**src/design/tce_pkg.sv**
```systemverilog
// Shared types and constants for the toy CPU execute unit.
package tce_pkg;

  typedef enum logic [2:0] {
    OP_MOV     = 3'd0,
    OP_ADD     = 3'd1,
    OP_CMP     = 3'd2,
    OP_JMP     = 3'd3,
    OP_JZ      = 3'd4,
    OP_JNZ     = 3'd5,
    OP_HALT    = 3'd6,
    OP_PRELOAD = 3'd7
  } op_t;

  typedef enum logic [1:0] {
    MODE_IMM  = 2'd0,
    MODE_REG  = 2'd1,
    MODE_DIR  = 2'd2,
    MODE_IND  = 2'd3
  } mode_t;

  localparam logic [1:0] ST_OK      = 2'd0;
  localparam logic [1:0] ST_BAD_OPR = 2'd2;

  localparam int unsigned LEN_W = 9;

  // Last member sits in the lowest bits, matching the stream packing.
  typedef struct packed {
    logic [31:0]  src_value;
    logic         src_present;
    mode_t        src_mode;
    logic [30:0]  dest_value;
    logic         dest_present;
    mode_t        dest_mode;
    op_t          op;
  } instr_t;

  typedef struct packed {
    logic [1:0]  status;
    logic [31:0] written_value;
    logic        sign_flag;
    logic        zero_flag;
    logic [30:0] next_ip;
  } result_t;

endpackage

```
**src/design/tce_front.sv**
```systemverilog
// Input stage and two-entry instruction queue for the execute unit.
module tce_front (
  input  logic            clk,
  input  logic            rst_n,
  input  logic            in_valid,
  output logic            in_ready,
  input  tce_pkg::instr_t in_instr,
  output logic            q_valid,
  input  logic            q_ready,
  output tce_pkg::instr_t q_instr
);

  tce_pkg::instr_t ent_r [2];
  logic            rd_r, rd_nxt;
  logic            wr_r, wr_nxt;
  logic [1:0]      cnt_r, cnt_nxt;
  logic            push, pop;

  assign in_ready = (cnt_r != 2'd2);
  assign q_valid  = (cnt_r != 2'd0);
  assign q_instr  = ent_r[rd_r];
  assign push     = in_valid && in_ready;
  assign pop      = q_valid && q_ready;

  always_comb begin
    rd_nxt  = pop ? ~rd_r : rd_r;
    wr_nxt  = push ? ~wr_r : wr_r;
    cnt_nxt = cnt_r + {1'b0, push} - {1'b0, pop};
  end

  always_ff @(posedge clk) begin
    if (!rst_n) begin
      rd_r  <= 1'b0;
      wr_r  <= 1'b0;
      cnt_r <= 2'd0;
    end else begin
      rd_r  <= rd_nxt;
      wr_r  <= wr_nxt;
      cnt_r <= cnt_nxt;
    end
  end

  always_ff @(posedge clk) begin
    if (push) begin
      ent_r[wr_r] <= in_instr;
    end
  end

endmodule

```
**config.mk**
```make
export PLATFORM = sky130hd
export DESIGN_NAME = tce_front
export DESIGN_NICKNAME = d
export VERILOG_FILES = /design/src/design/tce_pkg.sv /design/src/design/tce_front.sv
export SDC_FILE = /design/constraint.sdc
export NUM_CORES = 1
export LEC_CHECK = 0
export BUFFER_PORTS_ARGS = -buffer_cell sky130_fd_sc_hd__buf_4
export CORE_ASPECT_RATIO = 1.1
export CORE_MARGIN = 5
export CORE_UTILIZATION = 45
export DETAILED_ROUTE_END_ITERATION = 8
export MAX_ROUTING_LAYER = met4
export PLACE_DENSITY = 0.7
export SLEW_MARGIN = 20
export SYNTH_ARGS = -nofsm -noshare
export SYNTH_HDL_FRONTEND = slang
export SYNTH_SLANG_ARGS = --single-unit
```
**constraint.sdc**
```tcl
create_clock -name clk -period 5.9 [get_ports clk]
set_clock_uncertainty 0.1 [all_clocks]
set_input_delay 0.295 -clock clk [delete_from_list [all_inputs] [get_ports clk]]
set_output_delay 0.295 -clock clk [all_outputs]
set_load 0.03 [all_outputs]
```
=== After elaboration in Yosys (flattened, before gate mapping) ===
Memory sizes are Yosys's and may differ from the RTL's. A register that Yosys moved wholly into a read port is not among the register bits.
Cells that the tools add are included.
W data, S select, Z words.

* $add $sub $neg: 2
* Equal/unequal tests: 1
* Muxes and demuxes: 4
* Bitwise gates (word level): 2
* Reduce and logical (&&, ||, !) cells: 3

{| class="wikitable"
|+ Operators with widths
! operator !! count
|-
| $mux W1 || 4
|-
| $add A2 B1 Y2 || 1
|-
| $logic_and A1 B1 Y1 || 2
|-
| $ne A2 B2 Y1 const B || 1
|-
| $not A1 Y1 || 2
|-
| $reduce_bool A2 Y1 || 1
|-
| $sub A2 B1 Y2 || 1
|}

* Flip-flop bits (word level): 4
* RAM bits: 144
* Input port bits: 76
* Output and inout bits: 74
* Word-level logic and storage cells: 16
* Memories kept: 1

{| class="wikitable"
|+ Memories
! memory !! words !! width !! rd ports !! clocked after Yosys merged registers in !! wr ports !! line !! RTL
|-
| ent_r || 2 || 72 || 1 || 1 || 1 || tce_front.sv:13 || <nowiki>tce_pkg::instr_t ent_r [2];</nowiki>
|}

=== Logic depth before layout (Yosys ltp) ===
Gate-level depths: netlist (run 1).

* Depth after elaboration: 4
* Depth in mapped cells: 8
* Gate-level depth less buffers: 8

=== Worst setup path after synthesis (run 1) ===
OpenSTA, ideal clock, no wires.

* Path type: flip-flop to flip-flop
* Start point: register cnt_r[0]
* End point: memory ent_r[0][0] (netlist bit), enable pin
* Setup time: 0.503 ns
* Data arrival time: 3.855 ns
* Required time: 5.297 ns
* Setup slack: 1.442 ns
* Cell stages (with the launch flop): 4
* Buffers on the path: 0
* Clock period less this slack: 4.458 ns
* Cells stage by stage: dfxtp_1 > nand2b_1 > nand2_1 > nor2_1

* Cells in the longest elaborated chain, start to end: 4

{| class="wikitable"
|+ Ends and longest elaborated chain
! element !! line !! RTL
|-
| start: declaration || tce_front.sv:16 || <nowiki>logic [1:0] cnt_r, cnt_nxt;</nowiki>
|-
| start signal: assignment || tce_front.sv:39 || <nowiki>cnt_r <= cnt_nxt;</nowiki>
|-
| $ne A2 B2 Y1 || tce_front.sv:19 || <nowiki>assign in_ready = (cnt_r != 2'd2);</nowiki>
|-
| named net in_ready || tce_front.sv:6 || <nowiki>output logic in_ready,</nowiki>
|-
| $logic_and A1 B1 Y1 || tce_front.sv:22 || <nowiki>assign push = in_valid && in_ready;</nowiki>
|-
| $mux W1 || tce_front.sv:44 || <nowiki>if (push) begin</nowiki>
|-
| $mux W1 (implied by the code) || tce_front.sv:45 || <nowiki>ent_r[wr_r] <= in_instr;</nowiki>
|-
| end: declaration || tce_front.sv:13 ||
|}

The timed path passes the listed nets, and every way through them passes these cells.

==> results.toml, run 1 <==
[placed_design]
dp.cells = 548
place_ws_ns = 3.35
place_congestion = 0.716
port_buffers = 149

[power]
power.density_nw_per_um2 = 439
peakVddDrop_uv = 227
p_leak_nw = 3.29

[timing]
fmax_mhz = 353
tns_ns = 0
hold_viol = 0
finalCritPeriodShare_pct = 48.0
setup_slack_ns = 3.07
finalSetupViolations = 0
max_slew_margin_pct = 32.6
rsz0062_at_grt = "no"
slew_viol_final = 0
fin_crit_ns = 2.83
tightest_slew_ns = 1.01

[clocking]
postCtsSetupRepairBufs = 0
cts_buffer_depth = 2
cts_resized = 0
cts-htree-levels = 4
cts_tree = "built"
cts-buffers-inserted = 17
hold_buffers = 72
cts.sinks = 149
clock_latency_ns = 0.41
root_buffer = "clkbuf_16"
path_clk_slew_ns = 0.06

[critical_path]
crit_type = "reg -> out"
end_kind = "output pin"
cp_common_cell = "buf_4"
crit_arrival_ns = 2.44
worstPathMaxFanout = 43
setup.worst_path.start_class = "flop"
cp_num_buf_inv = 2
required_ns = 5.51
cpPeakStageDelay_ns = 0.74
crit_family = "buffers and inverters"
crit_slowest_cell = "buf_4"
cp_cell_sequence = "buf_4, mux2_2, buf_4"

[detailed_routing]
wl_per_cell_um = 16.7
drcViolationCount = 0
viasPerCell = 4.69
via_count = 3063
firstDrtPassIters = 4
drt_iter0_drc = 108
routed_wl_mm = 10.9
ant_nets = 0

[final_layout]
regArea_sq_um = 4430
fillCellCount = 872
final_nets = 560
finalNonFillerCells = 653
drive_gt1_share_pct = 51.9
multi_input_area_sq_um = 1220
final_core_utilization_pct = 66.2
syn_to_final_growth_pct = 44.1

[die]
io_pins = 150
fp.dieH_um = 129
die-area_sq_um = 15200
core_area_sq_um = 12600
die_w_um = 118
rows = 43
initial_core_util_pct = 45.9

[logic_synthesis]
yosysSeqAreaShare_pct = 76.5
synth-seq-cells = 149
synth_edf_count = 144
yosysTopAreaCell = "edfxtp_1"
synth_area_leaders = "edfxtp_1, mux2_4, buf_12, dfxtp_1, xnor2_1"
async_flop_share_pct = 0
syn_area_per_cell_sq_um = 23.3
syn_area_sq_um = 5780
synthesis.nets = 326
synth_common_cells = "edfxtp_1, mux2_4, buf_12"
synthesis.yosys.warnings = 0
synth_top_area_share_pct = 74.8
yosysUniqueCellTypes = 18
synth_ff_type = "edfxtp_1"
syn_inst = 248
synth.most_common_cell = "edfxtp_1"

[global_routing]
grt_pass1_wl_mm = 16.9
gr-usage-all-layers_pct = 14.8
antenna_found_initial = 1
gr-total-overflow = 0
grt_max_degree = 73
first_global_vias = 3395

[run]
maxCapViolCount = 0

[min_path]
hold_path_class = "in -> reg"

[run_status]
status = "complete, no violations"
[metal layers]
layer	global-route usage (%)	part of all wire, %	up-vias
met5	-	0	-
met4	6.55	2.2	0
met3	4.97	5.7	17
met1	15.1	37	1502
met2	25.9	55	95
li1	-	-	1449
[registers in the layout, summed over array words and instances, names as in the netlist, named ones only]
register  cells
ent_r       144
cnt_r         2
rd_r          1
wr_r          1
[worst paths after layout]
check | slack, ns | cells after the start | startpoint | endpoint
max | 3.07 | 3 | flop | q_instr[71]
min | 0.03 | 2 | rst_n | cnt_r[0]
max reg2reg | 3.39 | 4 | cnt_r[0] | ent_r[0][37]
min reg2reg | 0.46 | 2 | wr_r | wr_r
[per-stage QoR]
step / area (sq um) / hold slack (ns) / total power (W)
6_report: 8330 / 0.0310 / 0.00366
5_1_grt: 8330 / 0.0212 / 0.00380
4_1_cts: 8330 / 0.0162 / 0.00370
3_5_place_dp: 6980 / 0.383 / 0.00253
3_3_place_gp: 6980 / 0.380 / 0.00252
2_1_floorplan: 5780 / 0.294 / 0.00224
[cells in the final DEF (no fill, tap or decap), types with 2 or more instances in the layout]
cell and instances:
edfxtp_1 144, dfxtp_1 4, clkinv_4 3, nor2b_1 2
xnor2_1 3, and2_1 2, nand2_1 2, dlygate4sd3_1 72
mux2_2 2, buf_4 151, clkbuf_16 17, bufinv_16 4
mux2_4 70, nand2b_1 2, ha_1 2, inv_6 3
[cell families (layout without fill, tap and decap cells)]
kind of cell | count (synthesis) | in the layout | share of synthesized area, %
compound gates | 1 | 1 | 0.130
xor+xnor | 3 | 3 | 0.454
fa+ha+maj | 2 | 2 | 0.433
buf+inv | 9 | 256 | 2.68
flops | 149 | 149 | 76.5
mux | 73 | 73 | 18.7
other cells | 0 | 1 | 0
simple gates | 11 | 11 | 1.06
[power by group]
group,switching [W],internal (W),total (W)
logic,0.000600,0.000526,0.00113
registers,0.0000742,0.00133,0.00141
clock network,0.000411,0.000714,0.00113
[cell type report]
class / instances / share of cell area (%)
flip-flops and latches: 149 / 53.2
repair buffers: 223 / 22.3
multi-input cells: 90 / 14.6
clock buffers: 18 / 5.15
clock inverters: 14 / 2.40
well taps: 157 / 2.36
inverters: 1 / 0.0451
diodes: 1 / 0.0300
Power figures use the tool's default switching activity.
==> inputs of run 2 (changes only) <==
==> constraint.sdc (replaced) <==
create_clock -name clk -period 2.8 [get_ports clk]
set_clock_uncertainty 0.1 [all_clocks]
set_input_delay 0.14 -clock clk [delete_from_list [all_inputs] [get_ports clk]]
set_output_delay 0.14 -clock clk [all_outputs]
set_load 0.03 [all_outputs]
==> run 2 against run 1 <==
Worst hold slack improved by 0.033 ns. Final area barely moved. First-iteration DRC count rose by 55%. Critical path type unchanged. Highest routed layer unchanged.
==> results.toml, run 2 (synthesized netlist as in run 1, its figures left out) <==
[critical_path]
cp_common_cell = "buf_4"
cp_num_cells = 3
cp_cell_sequence = "buf_4, mux2_2, buf_4"
reg2reg_depth = 3
end_kind = "output pin"
crit_slowest_cell = "dfxtp_4"
setup.worst_path.start_class = "flop"
cp_num_buf_inv = 2
r2r_start = "cnt_r[0]"
crit_family = "flip-flops"
cpPeakStageDelay_ns = 0.63
crit_type = "reg -> out"
crit_arrival_ns = 2.01
worstPathMaxFanout = 25
required_ns = 2.56

[power]
power.density_nw_per_um2 = 907
totalPowerFinal_w = 0.00755
peakVddDrop_uv = 551
p_leak_nw = 3.29

[clocking]
hold_buffers = 73
cts.sinks = 149
path_clk_slew_ns = 0.06
root_buffer = "clkbuf_16"
postCtsSetupRepairBufs = 0
cts-htree-levels = 4
cts_buffer_depth = 2
clock_latency_ns = 0.40
cts_resized = 0
cts_tree = "built"
cts-buffers-inserted = 17

[global_routing]
grt_max_degree = 41
grt_pass1_wl_mm = 17.3
gr-total-overflow = 0
first_global_vias = 3487
antenna_found_initial = 0
gr-usage-all-layers_pct = 15.1

[final_layout]
drive_gt1_share_pct = 51.3
mostFrequentLayoutCell = "buf_4"
fillCellCount = 865
largest_register_ffs = 144
final_cell_mix = "buf_4, edfxtp_1, dlygate4sd3_1"
finalNonFillerCells = 656
top_register = "ent_r"
top_regs = "ent_r (144), cnt_r (2)"
antenna_cells = 0
final_nets = 565
syn_to_final_growth_pct = 43.9

[min_path]
worstHoldPathCells = 3
worstHoldStart = "in_valid"
hold_path_class = "in -> reg"

[die]
initial_core_util_pct = 45.9
fp.dieH_um = 129
die_w_um = 118
core_area_sq_um = 12600
die-area_sq_um = 15200
rows = 43
io_pins = 150

[detailed_routing]
drcViolationCount = 0
routed_wl_mm = 11.0
ant_nets = 0
drt_iter0_drc = 167
wl_per_cell_um = 16.8
viasPerCell = 4.76
firstDrtPassIters = 4
via_count = 3120

[timing]
hold_viol = 0
rsz0062_at_grt = "no"
tightest_slew_ns = 0.565
finalSetupViolations = 0
slew_viol_final = 0
fmax_mhz = 444
finalCritPeriodShare_pct = 80.4
fin_crit_ns = 2.25
max_slew_margin_pct = 62.4
tns_ns = 0

[placed_design]
port_buffers = 149
dpl.hpwl_mm = 7.17
dp.cells = 552
place_congestion = 0.720

[run_status]
status = "complete, no violations"

[run]
maxCapViolCount = 0
-- run 2: final cells by class --
cell class                 instances  area, sq um  area share (%)
multi-input combinational         90         1220            14.6
clock buffer                      21          440            5.29
inverter                           1         3.75          0.0451
sequential                       149         4430            53.2
timing repair buffer             228         1910            22.9
tap                              157          196            2.36
clock inverter                    10          133            1.59
-- run 2: stage by stage --
step / cell area (sq um) / hold slack, ns / setup WS [ns] / util [%]
detailed placement: 7020 / 0.228 / 0.918 / 55.8
finish: 8320 / 0.0637 / 0.548 / 66.1
global route: 8320 / 0.0614 / 0.463 / 66.1
CTS: 8320 / 0.0491 / 0.518 / 66.1
floorplan: 5790 / 0.139 / 0.332 / -
global placement: 7020 / 0.225 / 0.968 / 55.8
-- run 2: worst paths after layout --
kind,end,slack [ns]
hold reg to reg,rd_r,0.45
setup reg to reg,ent_r[1][62],0.93
setup / recovery,q_instr[0],0.55
hold / removal,wr_r,0.06
-- run 2: worst reg2reg max path, cell delays in order, from the launching register on --
cell	delay, ns
dfxtp_1	0.36
nand2b_1	0.18
and3_4	0.58
buf_12	0.32
-- run 2: layer usage --
layer	track usage, %	part of all wire, %	vias up
met3	4.48	4.7	16
met5	-	0	-
met1	15.4	38	1559
met2	27.4	56	94
li1	-	-	1451
met4	5.80	2.1	0
-- run 2: power by group --
group          internal [W]  switching, W
Sequential          0.00281      0.000140
Clock               0.00139      0.000796
Combinational       0.00113       0.00129
